<file path="config.mk">
export PLATFORM = sky130hd
export DESIGN_NAME = flash_stimulus_sequencer_core
export DESIGN_NICKNAME = d
export VERILOG_FILES = /design/src/rtl/core/fss_pkg.sv /design/src/rtl/core/flash_stimulus_sequencer_core.sv /design/src/rtl/core/fss_front.sv /design/src/rtl/core/fss_div.sv /design/src/rtl/core/fss_back.sv
export SDC_FILE = /design/constraint.sdc
export NUM_CORES = 2
export LEC_CHECK = 0
export BUFFER_PORTS_ARGS = -buffer_cell sky130_fd_sc_hd__buf_4
export CAP_MARGIN = 15
export CORE_MARGIN = 3
export CORE_UTILIZATION = 35
export CTS_BUF_LIST = sky130_fd_sc_hd__clkbuf_2
export DETAILED_ROUTE_END_ITERATION = 7
export GPL_TIMING_DRIVEN = 0
export SLEW_MARGIN = 15
export SYNTH_ARGS = -nofsm -noshare
export SYNTH_HDL_FRONTEND = slang
export SYNTH_SLANG_ARGS = --single-unit
</file>
<file path="constraint.sdc">
create_clock -name clk -period 9.05 [get_ports clk]
set_clock_uncertainty 0.1 [all_clocks]
set_input_delay 1.3575 -clock clk [delete_from_list [all_inputs] [get_ports clk]]
set_output_delay 1.3575 -clock clk [all_outputs]
set_load 0.02 [all_outputs]
</file>
<file path="src/rtl/core/fss_pkg.sv">
`timescale 1ns / 1ps
// Shared types, constants and helpers for the flash stimulus sequencer.
package fss_pkg;

    localparam int MAX_GRID = 16;

    localparam logic [39:0] MIN_REST   = 40'd42949672;
    localparam logic [15:0] LFSR_SEED  = 16'hACE1;
    localparam logic [15:0] LFSR_TAPS  = 16'hB400;

    localparam logic OP_TICK = 1'b0;

    localparam logic [2:0] CFG_GRID       = 3'd0;
    localparam logic [2:0] CFG_REPS       = 3'd1;
    localparam logic [2:0] CFG_LIMIT      = 3'd2;
    localparam logic [2:0] CFG_FLASH      = 3'd3;
    localparam logic [2:0] CFG_DARK       = 3'd4;
    localparam logic [2:0] CFG_REP_REST   = 3'd5;
    localparam logic [2:0] CFG_TRIAL_REST = 3'd6;
    localparam logic [2:0] CFG_START      = 3'd7;

    localparam logic [2:0] PH_NONE      = 3'd0;
    localparam logic [2:0] PH_FLASH     = 3'd1;
    localparam logic [2:0] PH_DARK      = 3'd2;
    localparam logic [2:0] PH_REPREST   = 3'd3;
    localparam logic [2:0] PH_TRIALREST = 3'd4;

    localparam logic [3:0] EV_EXP_START   = 4'd0;
    localparam logic [3:0] EV_EXP_STOP    = 4'd1;
    localparam logic [3:0] EV_TRIAL_START = 4'd2;
    localparam logic [3:0] EV_TRIAL_STOP  = 4'd3;
    localparam logic [3:0] EV_SEG_START   = 4'd4;
    localparam logic [3:0] EV_SEG_STOP    = 4'd5;
    localparam logic [3:0] EV_REST_START  = 4'd6;
    localparam logic [3:0] EV_REST_STOP   = 4'd7;
    localparam logic [3:0] EV_FLASH_ON    = 4'd8;
    localparam logic [3:0] EV_FLASH_OFF   = 4'd9;
    localparam logic [3:0] EV_ROW_LABEL   = 4'd10;
    localparam logic [3:0] EV_COL_LABEL   = 4'd11;

    typedef struct packed {
        logic [4:0]  grid_size;
        logic [7:0]  repetitions_per_trial;
        logic [15:0] trial_limit;
        logic [39:0] flash_time;
        logic [39:0] dark_time;
        logic [39:0] repetition_rest_time;
        logic [39:0] trial_rest_time;
        logic [31:0] start_code;
    } cfg_t;

    typedef struct packed {
        logic        is_tick;
        logic [63:0] now;
    } qword_t;

    typedef struct packed {
        logic        start;
        logic [63:0] dividend;
        logic [47:0] divisor;
        logic [6:0]  steps;
    } div_req_t;

    typedef struct packed {
        logic        done;
        logic [63:0] quot;
        logic [47:0] rem;
    } div_rsp_t;

    function automatic logic [39:0] eff_rest(input logic [39:0] v);
        return (v < MIN_REST) ? MIN_REST : v;
    endfunction

    function automatic logic [4:0] eff_grid(input logic [4:0] v);
        logic [4:0] r;
        r = v;
        if (v == 5'd0)
            r = 5'd1;
        else if (v > 5'(MAX_GRID))
            r = 5'(MAX_GRID);
        return r;
    endfunction

endpackage

</file>
<file path="src/rtl/core/flash_stimulus_sequencer_core.sv">
`timescale 1ns / 1ps
// Flash stimulus sequencer top level: configuration registers, front end and back end.
//
// Input channel (in_valid/in_stall) takes one word per tick or external event:
// operation 0 is a time tick, 1 an event whose code may arm the sequencer.
// Output channel (out_valid/out_stall) gives 0 to 5 event words per tick, the
// final one of a burst flagged by last. Configuration writes go over
// cfg_valid/cfg_ready (always ready), cfg_index selecting the register.
// A two-word queue sits between the input side and the sequencing engine, so
// input words are still taken while the engine works or the output is stalled.
// Per armed tick the engine does the pop, duration products and trial compare,
// then the elapsed-time modulo and the flash slot divide in the shared
// one-bit-per-cycle divider (skipped in a trial rest or past the trial end,
// the second also in a repetition rest), then builds the burst and emits
// one event word at a time. Entering a repetition rest adds a reshuffle of
// 2 * grid picks plus a setup state per order. Events and unarmed ticks
// are only popped. Reset restores the default configuration, clears arming
// and sets the identity orders. A stalled receiver holds the burst; the
// queue then fills and in_stall rises.
module flash_stimulus_sequencer_core (
    input  logic        clk,
    input  logic        rst_n,
    input  logic        in_valid,
    output logic        in_stall,
    input  logic        operation,
    input  logic [63:0] now,
    input  logic [31:0] event_code,
    output logic        out_valid,
    input  logic        out_stall,
    output logic [3:0]  event_kind,
    output logic [3:0]  label_index,
    output logic [63:0] event_time,
    output logic        last,
    input  logic        cfg_valid,
    output logic        cfg_ready,
    input  logic [2:0]  cfg_index,
    input  logic [39:0] cfg_data
);

    fss_pkg::cfg_t   cfg_reg;
    fss_pkg::qword_t q_word;
    logic            q_valid;
    logic            pop;

    assign cfg_ready = 1'b1;

    always_ff @(posedge clk or negedge rst_n)
    begin
        if (!rst_n)
        begin
            cfg_reg.grid_size             <= 5'd6;
            cfg_reg.repetitions_per_trial <= 8'd10;
            cfg_reg.trial_limit           <= 16'd0;
            cfg_reg.flash_time            <= 40'd858993459;
            cfg_reg.dark_time             <= 40'd429496729;
            cfg_reg.repetition_rest_time  <= 40'd42949672;
            cfg_reg.trial_rest_time       <= 40'd4294967296;
            cfg_reg.start_code            <= 32'd0;
        end
        else if (cfg_valid && cfg_ready)
        begin
            unique case (cfg_index)
                fss_pkg::CFG_GRID:       cfg_reg.grid_size             <= cfg_data[4:0];
                fss_pkg::CFG_REPS:       cfg_reg.repetitions_per_trial <= cfg_data[7:0];
                fss_pkg::CFG_LIMIT:      cfg_reg.trial_limit           <= cfg_data[15:0];
                fss_pkg::CFG_FLASH:      cfg_reg.flash_time            <= cfg_data;
                fss_pkg::CFG_DARK:       cfg_reg.dark_time             <= cfg_data;
                fss_pkg::CFG_REP_REST:   cfg_reg.repetition_rest_time  <= cfg_data;
                fss_pkg::CFG_TRIAL_REST: cfg_reg.trial_rest_time       <= cfg_data;
                fss_pkg::CFG_START:      cfg_reg.start_code            <= cfg_data[31:0];
                default: ;
            endcase
        end
    end

    fss_front u_front (
        .clk        (clk),
        .rst_n      (rst_n),
        .in_valid   (in_valid),
        .in_stall   (in_stall),
        .operation  (operation),
        .now        (now),
        .event_code (event_code),
        .start_code (cfg_reg.start_code),
        .pop        (pop),
        .q_valid    (q_valid),
        .q_word     (q_word)
    );

    fss_back u_back (
        .clk         (clk),
        .rst_n       (rst_n),
        .cfg         (cfg_reg),
        .q_valid     (q_valid),
        .q_word      (q_word),
        .pop         (pop),
        .out_valid   (out_valid),
        .out_stall   (out_stall),
        .event_kind  (event_kind),
        .label_index (label_index),
        .event_time  (event_time),
        .last        (last)
    );

    a_pop_needs_word: assert property (@(posedge clk) disable iff (!rst_n)
        pop |-> q_valid)
        else $error("queue popped while empty");

    a_full_not_empty: assert property (@(posedge clk) disable iff (!rst_n)
        in_stall |-> q_valid)
        else $error("queue full but reports no word");

    a_stall_after_push: assert property (@(posedge clk) disable iff (!rst_n)
        $rose(in_stall) |-> $past(in_valid))
        else $error("queue filled without an input word");

endmodule

</file>
<file path="src/rtl/core/fss_front.sv">
`timescale 1ns / 1ps
// Input side: accepts words, drops non-start events, two-entry queue to the back end.
module fss_front (
    input  logic                clk,
    input  logic                rst_n,
    input  logic                in_valid,
    output logic                in_stall,
    input  logic                operation,
    input  logic [63:0]         now,
    input  logic [31:0]         event_code,
    input  logic [31:0]         start_code,
    input  logic                pop,
    output logic                q_valid,
    output fss_pkg::qword_t     q_word
);

    fss_pkg::qword_t mem_reg [2];
    logic            wr_ptr_reg;
    logic            rd_ptr_reg;
    logic [1:0]      count_reg;
    logic            push;
    logic            do_pop;

    assign in_stall = (count_reg == 2'd2);
    assign q_valid  = (count_reg != 2'd0);
    assign q_word   = mem_reg[rd_ptr_reg];
    assign push     = in_valid && !in_stall
                      && ((operation == fss_pkg::OP_TICK) || (event_code == start_code));
    assign do_pop   = pop && q_valid;

    always_ff @(posedge clk)
    begin
        if (push)
        begin
            mem_reg[wr_ptr_reg].is_tick <= (operation == fss_pkg::OP_TICK);
            mem_reg[wr_ptr_reg].now     <= now;
        end
    end

    always_ff @(posedge clk or negedge rst_n)
    begin
        if (!rst_n)
        begin
            wr_ptr_reg <= 1'b0;
            rd_ptr_reg <= 1'b0;
            count_reg  <= 2'd0;
        end
        else
        begin
            if (push)
                wr_ptr_reg <= !wr_ptr_reg;
            if (do_pop)
                rd_ptr_reg <= !rd_ptr_reg;
            if (push && !do_pop)
                count_reg <= count_reg + 2'd1;
            else if (!push && do_pop)
                count_reg <= count_reg - 2'd1;
        end
    end

endmodule

</file>
<file path="src/rtl/core/fss_div.sv">
`timescale 1ns / 1ps
// Shared restoring divider, one quotient bit per cycle over the top bits of the dividend.
module fss_div (
    input  logic                clk,
    input  logic                rst_n,
    input  fss_pkg::div_req_t   req,
    output fss_pkg::div_rsp_t   rsp
);

    logic [63:0] dvd_reg;
    logic [63:0] quot_reg;
    logic [47:0] rem_reg;
    logic [47:0] divisor_reg;
    logic [6:0]  cnt_reg;
    logic        busy_reg;
    logic        done_reg;
    logic [48:0] trial;
    logic [48:0] diff;
    logic        ge;

    assign trial = {rem_reg, dvd_reg[63]};
    assign ge    = (trial >= {1'b0, divisor_reg});
    assign diff  = trial - {1'b0, divisor_reg};

    assign rsp.done = done_reg;
    assign rsp.quot = quot_reg;
    assign rsp.rem  = rem_reg;

    always_ff @(posedge clk)
    begin
        if (req.start)
        begin
            dvd_reg     <= req.dividend;
            divisor_reg <= req.divisor;
            rem_reg     <= '0;
            quot_reg    <= '0;
        end
        else if (busy_reg)
        begin
            dvd_reg  <= {dvd_reg[62:0], 1'b0};
            rem_reg  <= ge ? diff[47:0] : trial[47:0];
            quot_reg <= {quot_reg[62:0], ge};
        end
    end

    always_ff @(posedge clk or negedge rst_n)
    begin
        if (!rst_n)
        begin
            cnt_reg  <= '0;
            busy_reg <= 1'b0;
            done_reg <= 1'b0;
        end
        else
        begin
            done_reg <= 1'b0;
            if (req.start)
            begin
                cnt_reg  <= req.steps;
                busy_reg <= 1'b1;
            end
            else if (busy_reg)
            begin
                cnt_reg <= cnt_reg - 7'd1;
                if (cnt_reg == 7'd1)
                begin
                    busy_reg <= 1'b0;
                    done_reg <= 1'b1;
                end
            end
        end
    end

endmodule

</file>
<file path="src/rtl/core/fss_back.sv">
`timescale 1ns / 1ps
// Back end: phase computation, event burst, reshuffle and the output register.
module fss_back (
    input  logic                clk,
    input  logic                rst_n,
    input  fss_pkg::cfg_t       cfg,
    input  logic                q_valid,
    input  fss_pkg::qword_t     q_word,
    output logic                pop,
    output logic                out_valid,
    input  logic                out_stall,
    output logic [3:0]          event_kind,
    output logic [3:0]          label_index,
    output logic [63:0]         event_time,
    output logic                last
);

    typedef enum logic [11:0] {
        S_IDLE    = 12'b000000000001,
        S_MUL1    = 12'b000000000010,
        S_MUL2    = 12'b000000000100,
        S_MUL3    = 12'b000000001000,
        S_CMP     = 12'b000000010000,
        S_DIV1    = 12'b000000100000,
        S_DIV2    = 12'b000001000000,
        S_BURST   = 12'b000010000000,
        S_EMIT    = 12'b000100000000,
        S_SH_INIT = 12'b001000000000,
        S_SH_STEP = 12'b010000000000,
        S_SH_WAIT = 12'b100000000000
    } state_t;

    function automatic logic [42:0] push_ev(input logic [39:0] l, input logic [2:0] c,
                                            input logic [7:0] e);
        logic [42:0] r;
        r = {l, c};
        if (c < 3'd5)
            r = {l[31:0], e, c + 3'd1};
        return r;
    endfunction

    state_t      state_reg, state_next;
    logic        armed_reg, armed_next;
    logic [63:0] trial_start_reg, trial_start_next;
    logic [15:0] trial_number_reg, trial_number_next;
    logic [2:0]  prev_phase_reg, prev_phase_next;
    logic [3:0]  row_order_reg [16];
    logic [3:0]  row_order_next [16];
    logic [3:0]  col_order_reg [16];
    logic [3:0]  col_order_next [16];
    logic [3:0]  pool_reg [16];
    logic [3:0]  pool_next [16];
    logic [15:0] lfsr_reg, lfsr_next;
    logic [63:0] now_reg, now_next;
    logic [40:0] period_reg, period_next;
    logic [46:0] rep_dur_reg, rep_dur_next;
    logic [47:0] rep_total_reg, rep_total_next;
    logic [55:0] trial_dur_reg, trial_dur_next;
    logic [2:0]  phase_reg, phase_next;
    logic        is_row_reg, is_row_next;
    logic [3:0]  label_reg, label_next;
    logic [39:0] burst_reg, burst_next;
    logic [2:0]  burst_cnt_reg, burst_cnt_next;
    logic [4:0]  left_reg, left_next;
    logic [3:0]  pick_reg, pick_next;
    logic        sh_col_reg, sh_col_next;
    logic        out_valid_reg, out_valid_next;
    logic [3:0]  kind_reg, kind_next;
    logic [3:0]  lbl_reg, lbl_next;
    logic [63:0] time_reg, time_next;
    logic        last_reg, last_next;

    fss_pkg::div_req_t div_req;
    fss_pkg::div_rsp_t div_rsp;

    logic [4:0]  g;
    logic [40:0] period_sum;
    logic [63:0] tit;

    fss_div u_div (
        .clk   (clk),
        .rst_n (rst_n),
        .req   (div_req),
        .rsp   (div_rsp)
    );

    assign g          = fss_pkg::eff_grid(cfg.grid_size);
    assign period_sum = {1'b0, cfg.flash_time} + {1'b0, cfg.dark_time};
    assign tit        = now_reg - trial_start_reg;

    assign out_valid   = out_valid_reg;
    assign event_kind  = kind_reg;
    assign label_index = lbl_reg;
    assign event_time  = time_reg;
    assign last        = last_reg;

    always_comb
    begin
        logic [39:0] l;
        logic [2:0]  c;
        logic [2:0]  sel;
        logic [3:0]  j;
        logic [3:0]  slot;
        logic [15:0] lf;

        state_next        = state_reg;
        armed_next        = armed_reg;
        trial_start_next  = trial_start_reg;
        trial_number_next = trial_number_reg;
        prev_phase_next   = prev_phase_reg;
        row_order_next    = row_order_reg;
        col_order_next    = col_order_reg;
        pool_next         = pool_reg;
        lfsr_next         = lfsr_reg;
        now_next          = now_reg;
        period_next       = period_reg;
        rep_dur_next      = rep_dur_reg;
        rep_total_next    = rep_total_reg;
        trial_dur_next    = trial_dur_reg;
        phase_next        = phase_reg;
        is_row_next       = is_row_reg;
        label_next        = label_reg;
        burst_next        = burst_reg;
        burst_cnt_next    = burst_cnt_reg;
        left_next         = left_reg;
        pick_next         = pick_reg;
        sh_col_next       = sh_col_reg;
        kind_next         = kind_reg;
        lbl_next          = lbl_reg;
        time_next         = time_reg;
        last_next         = last_reg;
        out_valid_next    = out_valid_reg && out_stall;
        pop               = 1'b0;
        div_req           = '0;
        l                 = '0;
        c                 = '0;
        sel               = burst_cnt_reg - 3'd1;
        j                 = div_rsp.rem[3:0];
        slot              = div_rsp.quot[4:1];
        lf                = {1'b0, lfsr_reg[15:1]} ^ (lfsr_reg[0] ? fss_pkg::LFSR_TAPS : 16'd0);

        unique case (state_reg)
            S_IDLE:
            begin
                if (q_valid)
                begin
                    pop = 1'b1;
                    if (!q_word.is_tick)
                    begin
                        if (!armed_reg)
                        begin
                            armed_next       = 1'b1;
                            trial_start_next = q_word.now
                                + 64'(fss_pkg::eff_rest(cfg.trial_rest_time));
                        end
                    end
                    else if (armed_reg)
                    begin
                        now_next   = q_word.now;
                        state_next = S_MUL1;
                    end
                end
            end
            S_MUL1:
            begin
                period_next  = period_sum;
                rep_dur_next = 47'({g, 1'b0}) * 47'(period_sum);
                state_next   = S_MUL2;
            end
            S_MUL2:
            begin
                rep_total_next = 48'(rep_dur_reg)
                    + 48'(fss_pkg::eff_rest(cfg.repetition_rest_time));
                state_next     = S_MUL3;
            end
            S_MUL3:
            begin
                trial_dur_next = 56'(cfg.repetitions_per_trial) * 56'(rep_total_reg);
                state_next     = S_CMP;
            end
            S_CMP:
            begin
                is_row_next = 1'b0;
                label_next  = 4'd0;
                if (now_reg < trial_start_reg)
                begin
                    phase_next = fss_pkg::PH_TRIALREST;
                    state_next = S_BURST;
                end
                else if (tit >= 64'(trial_dur_reg))
                begin
                    if (cfg.trial_limit == 16'd0 || trial_number_reg < cfg.trial_limit)
                    begin
                        trial_start_next  = now_reg
                            + 64'(fss_pkg::eff_rest(cfg.trial_rest_time));
                        trial_number_next = trial_number_reg + 16'd1;
                        phase_next        = fss_pkg::PH_TRIALREST;
                    end
                    else
                        phase_next = fss_pkg::PH_NONE;
                    state_next = S_BURST;
                end
                else
                begin
                    div_req.start    = 1'b1;
                    div_req.dividend = tit;
                    div_req.divisor  = rep_total_reg;
                    div_req.steps    = 7'd64;
                    state_next       = S_DIV1;
                end
            end
            S_DIV1:
            begin
                if (div_rsp.done)
                begin
                    if (div_rsp.rem >= 48'(rep_dur_reg))
                    begin
                        phase_next = fss_pkg::PH_REPREST;
                        state_next = S_BURST;
                    end
                    else
                    begin
                        div_req.start    = 1'b1;
                        div_req.dividend = {div_rsp.rem, 16'd0};
                        div_req.divisor  = 48'(period_reg);
                        div_req.steps    = 7'd48;
                        state_next       = S_DIV2;
                    end
                end
            end
            S_DIV2:
            begin
                if (div_rsp.done)
                begin
                    phase_next  = (div_rsp.rem < 48'(cfg.flash_time))
                                  ? fss_pkg::PH_FLASH : fss_pkg::PH_DARK;
                    is_row_next = div_rsp.quot[0];
                    label_next  = div_rsp.quot[0] ? row_order_reg[slot] : col_order_reg[slot];
                    state_next  = S_BURST;
                end
            end
            S_BURST:
            begin
                if (phase_reg == prev_phase_reg)
                    state_next = S_IDLE;
                else
                begin
                    case (prev_phase_reg)
                        fss_pkg::PH_FLASH:
                            {l, c} = push_ev(l, c, {fss_pkg::EV_FLASH_OFF, 4'd0});
                        fss_pkg::PH_REPREST:
                            if (phase_reg != fss_pkg::PH_TRIALREST
                                && phase_reg != fss_pkg::PH_NONE)
                                {l, c} = push_ev(l, c, {fss_pkg::EV_SEG_START, 4'd0});
                        fss_pkg::PH_TRIALREST:
                        begin
                            {l, c} = push_ev(l, c, {fss_pkg::EV_REST_STOP, 4'd0});
                            {l, c} = push_ev(l, c, {fss_pkg::EV_TRIAL_START, 4'd0});
                            {l, c} = push_ev(l, c, {fss_pkg::EV_SEG_START, 4'd0});
                        end
                        fss_pkg::PH_NONE:
                            {l, c} = push_ev(l, c, {fss_pkg::EV_EXP_START, 4'd0});
                        default: ;
                    endcase
                    case (phase_reg)
                        fss_pkg::PH_FLASH:
                        begin
                            {l, c} = push_ev(l, c, {is_row_reg ? fss_pkg::EV_ROW_LABEL
                                                    : fss_pkg::EV_COL_LABEL, label_reg});
                            {l, c} = push_ev(l, c, {fss_pkg::EV_FLASH_ON, 4'd0});
                        end
                        fss_pkg::PH_REPREST:
                            {l, c} = push_ev(l, c, {fss_pkg::EV_SEG_STOP, 4'd0});
                        fss_pkg::PH_TRIALREST:
                        begin
                            if (prev_phase_reg != fss_pkg::PH_NONE)
                            begin
                                if (prev_phase_reg != fss_pkg::PH_REPREST)
                                    {l, c} = push_ev(l, c, {fss_pkg::EV_SEG_STOP, 4'd0});
                                {l, c} = push_ev(l, c, {fss_pkg::EV_TRIAL_STOP, 4'd0});
                            end
                            {l, c} = push_ev(l, c, {fss_pkg::EV_REST_START, 4'd0});
                        end
                        fss_pkg::PH_NONE:
                        begin
                            if (prev_phase_reg != fss_pkg::PH_REPREST)
                                {l, c} = push_ev(l, c, {fss_pkg::EV_SEG_STOP, 4'd0});
                            {l, c} = push_ev(l, c, {fss_pkg::EV_TRIAL_STOP, 4'd0});
                            {l, c} = push_ev(l, c, {fss_pkg::EV_EXP_STOP, 4'd0});
                        end
                        default: ;
                    endcase
                    burst_next      = l;
                    burst_cnt_next  = c;
                    prev_phase_next = phase_reg;
                    state_next      = S_EMIT;
                end
            end
            S_EMIT:
            begin
                if (burst_cnt_reg == 3'd0)
                begin
                    sh_col_next = 1'b0;
                    state_next  = (phase_reg == fss_pkg::PH_REPREST) ? S_SH_INIT : S_IDLE;
                end
                else if (!out_valid_reg || !out_stall)
                begin
                    out_valid_next = 1'b1;
                    kind_next      = burst_reg[sel * 8 + 4 +: 4];
                    lbl_next       = burst_reg[sel * 8 +: 4];
                    time_next      = now_reg;
                    last_next      = (burst_cnt_reg == 3'd1);
                    burst_cnt_next = sel;
                end
            end
            S_SH_INIT:
            begin
                for (int k = 0; k < fss_pkg::MAX_GRID; k++)
                    pool_next[k] = 4'(k);
                left_next  = g;
                pick_next  = 4'd0;
                state_next = S_SH_STEP;
            end
            S_SH_STEP:
            begin
                lfsr_next        = lf;
                div_req.start    = 1'b1;
                div_req.dividend = {lf, 48'd0};
                div_req.divisor  = 48'(left_reg);
                div_req.steps    = 7'd16;
                state_next       = S_SH_WAIT;
            end
            S_SH_WAIT:
            begin
                if (div_rsp.done)
                begin
                    if (sh_col_reg)
                        col_order_next[pick_reg] = pool_reg[j];
                    else
                        row_order_next[pick_reg] = pool_reg[j];
                    for (int k = 0; k < fss_pkg::MAX_GRID - 1; k++)
                        if (4'(k) >= j)
                            pool_next[k] = pool_reg[k + 1];
                    left_next = left_reg - 5'd1;
                    pick_next = pick_reg + 4'd1;
                    if ({1'b0, pick_reg} + 5'd1 == g)
                    begin
                        sh_col_next = 1'b1;
                        state_next  = sh_col_reg ? S_IDLE : S_SH_INIT;
                    end
                    else
                        state_next = S_SH_STEP;
                end
            end
            default:
                state_next = S_IDLE;
        endcase
    end

    always_ff @(posedge clk)
    begin
        pool_reg      <= pool_next;
        now_reg       <= now_next;
        period_reg    <= period_next;
        rep_dur_reg   <= rep_dur_next;
        rep_total_reg <= rep_total_next;
        trial_dur_reg <= trial_dur_next;
        is_row_reg    <= is_row_next;
        label_reg     <= label_next;
        burst_reg     <= burst_next;
        left_reg      <= left_next;
        pick_reg      <= pick_next;
        kind_reg      <= kind_next;
        lbl_reg       <= lbl_next;
        time_reg      <= time_next;
        last_reg      <= last_next;
    end

    always_ff @(posedge clk or negedge rst_n)
    begin
        if (!rst_n)
        begin
            state_reg        <= S_IDLE;
            armed_reg        <= 1'b0;
            trial_start_reg  <= 64'(fss_pkg::eff_rest(40'h01_0000_0000));
            trial_number_reg <= 16'd1;
            prev_phase_reg   <= fss_pkg::PH_NONE;
            for (int k = 0; k < fss_pkg::MAX_GRID; k++)
            begin
                row_order_reg[k] <= 4'(k);
                col_order_reg[k] <= 4'(k);
            end
            lfsr_reg         <= fss_pkg::LFSR_SEED;
            phase_reg        <= fss_pkg::PH_NONE;
            burst_cnt_reg    <= 3'd0;
            sh_col_reg       <= 1'b0;
            out_valid_reg    <= 1'b0;
        end
        else
        begin
            state_reg        <= state_next;
            armed_reg        <= armed_next;
            trial_start_reg  <= trial_start_next;
            trial_number_reg <= trial_number_next;
            prev_phase_reg   <= prev_phase_next;
            row_order_reg    <= row_order_next;
            col_order_reg    <= col_order_next;
            lfsr_reg         <= lfsr_next;
            phase_reg        <= phase_next;
            burst_cnt_reg    <= burst_cnt_next;
            sh_col_reg       <= sh_col_next;
            out_valid_reg    <= out_valid_next;
        end
    end

endmodule

</file>
# == Word-level counts from Yosys, hierarchy flattened ==
# Memories as Yosys holds them, arrays and structs flattened.
# Index checks and enable logic that the tools add are counted.
# Widths: inputs -> output; s select.
# op_classes
n_addsub,23
n_reduce_logical,73
eq_ne,66
n_mux,153
n_shift,2
multipliers,2
bitwise,10
n_lt_le_gt_ge,36
# ops
operator,n
$mux 43,21
$mux 64,8
$mux 120,4
$pmux 120 s3,1
$mux 40,6
$pmux 40 s4,1
$pmux 12 s12,1
$add 64x40->64,2
$bwmux 64,2
$pmux 64 s2,1
$pmux 40 s3,1
$pmux 60 s2,1
$mux 12,9
$mux 4,25
$lt 40x26->1 const B,2
$mux 3,23
$ge 64x56->1,1
$lt 64x64->1,1
$sub 64x64->64,1
$mux 60,1
$reduce_and 3->1,19
$mul 8x48->56,1
$ge 49x48->1,1
$add 47x40->48,1
other kinds (84),231
# totals
out_inout_bits,76
wordCells,455
reg_bits,1089
inputBits,145
n_memories,1
ramBits,130
# memory_table
memory,depth,word_bits,rd,rd_ports_with_merged_regs,write_ports,line_no,source
u_front.mem_reg,2,65,1,0,1,fss_front.sv:17,fss_pkg::qword_t mem_reg [2];

# == Logic depth before layout (Yosys ltp) ==
# logic_depth
depth_word,32
ltp_mapped,33
depth_no_buf,33

# == Cells and area by module ==
# A second synthesis with hierarchy kept.
# unflattened
hier_cells,8245
hier_area_um2,85246.8
# by_module_without_submodules
module,seq_area_each_um2,cells_each,area_each_um2,instances
fss_back,18791.8,6362,59902.5,1
fss_div,5830.6,1138,11781.3,1
flash_stimulus_sequencer_core,5590.4,474,8295.5,1
fss_front,4003.8,271,5267.6,1

# == Worst setup path before layout ==
# Ideal clock, no wire load.
# synth_path
path_kind,register -> register
from,register u_back.state_reg[8]
to,register u_back.period_reg[0] (enable)
n_path_buf,1
setup_time_ns,0.657
path_stages_with_launch,5
path_slack_ns,0.880
arrival_ns,7.412
synth_period_minus_slack_ns,8.170
required_time_ns,8.293
path_cell_list,dfrtp_1 -> buf_2 -> nor4_2 -> nand3_1 -> nor3b_1
# synth_via
elab_chain_cells,1
# synth_lines
element,line_no,source
"start, declared",fss_back.sv:42,"state_t state_reg, state_next;"
"start signal, assigned",fss_back.sv:401,state_reg <= state_next;
$eq 12x2->1,fss_back.sv:142,unique case (state_reg)
"end signal, assigned",fss_back.sv:364,period_reg <= period_next;
"end, declared",fss_back.sv:55,"logic [40:0] period_reg, period_next;"
# Every way passes these cells.
# A chain may end at the register's enable or synchronous reset.

==> reports/metrics.cfg <==
[synthesis]
yosys.area_share.simple_pct = 12.9
syn_inst = 8067
netlist_area_um2 = 82800
seq_area_frac_synth_pct = 39.9
synth_top_family_by_area = adder cells
synth_fp_nets = 9141
muxShareOfSynthArea_pct = 6.96
synth-adder-area-share_pct = 17.6
synth_seq_cells = 1194
async_reset_ff_share_pct = 40.4
synth_compound_area_share_pct = 12.9
synth_xor_area_share_pct = 4.11
synth.avg_cell_area_um2 = 10.3
yosys_most_used_dff = edfxtp_1
synth-edff-count = 659
synth-warning-count = 0
ys_types = 111

[floorplanning]
core.rowCount = 177
fp.dieW_um = 492
fp.dieArea_um2 = 242000
core_um2 = 234000
initial_core_util_pct = 35.4
io_pins = 221
die_y_um = 492

[timing]
slew_headroom_pct = 15.1
rsz0062_at_grt = true
tns_ns = 0
final_hold_viol_count = 0
drv_slew = 0
worst_pin_slew_ns = 1.27
fin_crit_ns = 8.72
fmax_mhz = 115
setup_viol = 0
whs_ns = 0.305
period_share_pct = 96.4

[global_routing]
grt.total_usage_pct = 21.5
overflow = 0
grt_pass1_vias = 65200
grt_pass1_wl_mm = 400
antenna_found_initial = 40
grt_max_degree = 103

[detailed_routing]
ant_nets = 0
wl_per_cell_um = 21.7
via_count = 64200
firstDrtPassIters = 6
drc_errors = 0
routed_wl_mm = 266
drt_iter0_drc = 5448
viasPerCell = 5.25

[setup_path]
reg2reg_depth = 29
cp.required_ns = 10.26
crit_path_end_kind = register
worstSetupStartpoint = u_back.now_reg[0]
cp.arrival_ns = 9.93
slowest_stage = buf_4
critPathMostFrequentCell = a21oi_1
worstReg2RegStart = u_back.now_reg[0]
cp.depth = 29
critical_path_class = register to register
critPathTopFamily = compound AO/OA/AOI/OAI gates
crit_fanout = 57
path_buf_inv = 5
cp-start-kind = register
cpPeakStageDelay_ns = 0.69

[final_layout]
largest_register_ffs = 221
syn2layout_area_growth_pct = 13.5
nets = 9920
fill_cells = 22900
drive_gt1_share_pct = 15.7

[job]
drv_cap = 0

[power_and_ir_drop]
vdd_drop_max_mv = 0.284
p_leak_nw = 41.7
power_density_nw_per_um2 = 361

[clock_network]
clk_pin_slew_ns = 0.14
cts.path.max_buffers = 4
root_buffer = clkbuf_2
cts_tree = done
htreeDepth = 5
clkLatencyLatePin_ns = 1.91
cts_made_buffers = 329
clock_sinks = 1194

[min_path]
hold_depth = 4
min_from = cfg_index[1]
hp-class = input port to register

[outcome]
status = finished clean

[place]
dp_hpwl_mm = 212
routabilityCongestion = 0.949
port_buffers = 218

[per-stage QoR]
step                      total power, mW  std cells  util, %  area (um^2)  setup slack, ns
final                                34.0      12200     40.2        94000            0.330
after global routing                 37.1      12200     40.2        94000         -0.00177
after CTS                            33.9      12200     40.1        93800           0.0395
after detailed placement             29.7      11500     38.1        89100           -0.240
after global placement               29.4      11400     37.8        88400            -3.14
after floorplan                      24.3       8067        -        82800            0.880
[area by class of cell]
class	instances	area [um^2]	share of cell area (%)
Buffer	352	1420	1.51
Inverter	849	3190	3.39
Clock inverter	73	402	0.427
Tap cell	3132	3920	4.17
Timing Repair Buffer	448	4110	4.37
Antenna cell	20	50.0	0.0533
Multi-Input combinational cell	5672	45300	48.2
Sequential cell	1194	33100	35.2
Clock buffer	499	2500	2.66
[worst register-to-register path, delay by kind of cell, from the launching register on]
kind | cells | cell delay (ns)
adder cells (fa/ha/maj) | 3 | 0.93
XOR/XNOR | 1 | 0.31
AO/OA/AOI/OAI | 12 | 2.81
AND/OR/NAND/NOR | 8 | 2.09
buffers and inverters | 5 | 1.43
flip-flops | 1 | 0.50
[routing by layer]
metal	share of wire (%)	vias up	GRT usage (%)
met5	0.010	-	0
met1	43	31600	29.0
met2	46	2355	34.6
li1	-	29800	-
met3	7.3	463	3.93
met4	3.6	4	8.03
[worst paths after layout]
check,slack [ns],to
setup / recovery,0.33,u_back.u_div.divisor_reg[10]
hold / removal,0.31,cfg_reg[209]
setup reg to reg,0.33,u_back.u_div.divisor_reg[10]
hold reg to reg,0.33,u_back.pool_reg[61]
max in group asynchronous,6.34,cfg_reg[127]
min in group asynchronous,0.50,u_back.col_order_reg[50]
[cell families after synthesis]
| logic type | after synthesis |
|---|---|
| AOI/OAI and AO/OA | 1657 |
| xor gates and xnor gates | 389 |
| adders and majority gates | 929 |
| buffers and inverters | 1201 |
| DFF | 1194 |
| muxes | 473 |
| other | 1 |
| and+or+nand+nor | 2223 |
[where the power goes]
group | switching (mW) | internal, mW
Combinational | 12.9 | 9.03
Sequential | 0.569 | 7.48
Clock | 2.37 | 1.57
[Yosys cell counts, drive strengths merged (88+ instances only)]
cell type,instances,area [um^2]
dfstp,123,3230
ha,531,6640
nand4,90,563
nand2,771,2890
mux2,312,3520
mux2i,110,1100
edfxtp,659,19800
xor2,153,1340
o21ai,465,2330
nor2,505,1900
xnor2,236,2070
inv,844,3170
a21o,259,1940
nor3,88,475
nand3,118,591
and2,271,1700
dfrtp,359,8980
fa,398,7970
a21oi,418,2210
nand2b,96,601
clkbuf,260,978
buf,92,433
[layout by cell type (no fill, tap or decap), types with 47 or more instances in the layout]
cell / instances
buf_1: 53
and3_1: 47
and2_1: 269
nand2b_1: 96
mux2_2: 311
fa_1: 398
nor2b_1: 74
dlygate4sd3_1: 179
a21o_1: 259
inv_1: 842
o21ai_0: 454
ha_1: 531
nand4_1: 90
nand3_1: 118
mux2i_1: 110
edfxtp_1: 659
xnor2_1: 235
dfrtp_1: 359
nor3_1: 79
o21a_1: 54
clkinv_1: 52
xor2_1: 151
nand2_1: 770
nor2_1: 503
mux4_2: 51
o21bai_1: 48
dfxtp_1: 53
dfstp_2: 123
clkbuf_2: 502
buf_4: 246
clkbuf_1: 257
a21oi_1: 405
[timing repair]
item	in CTS	in global routing
hold endpoints to repair	669	0
setup buffers	0	2
gates resized for setup	4	9
hold buffers	180	0
setup endpoints to repair	2	7
pin swaps	0	1
Power figures use the tool's default switching activity.
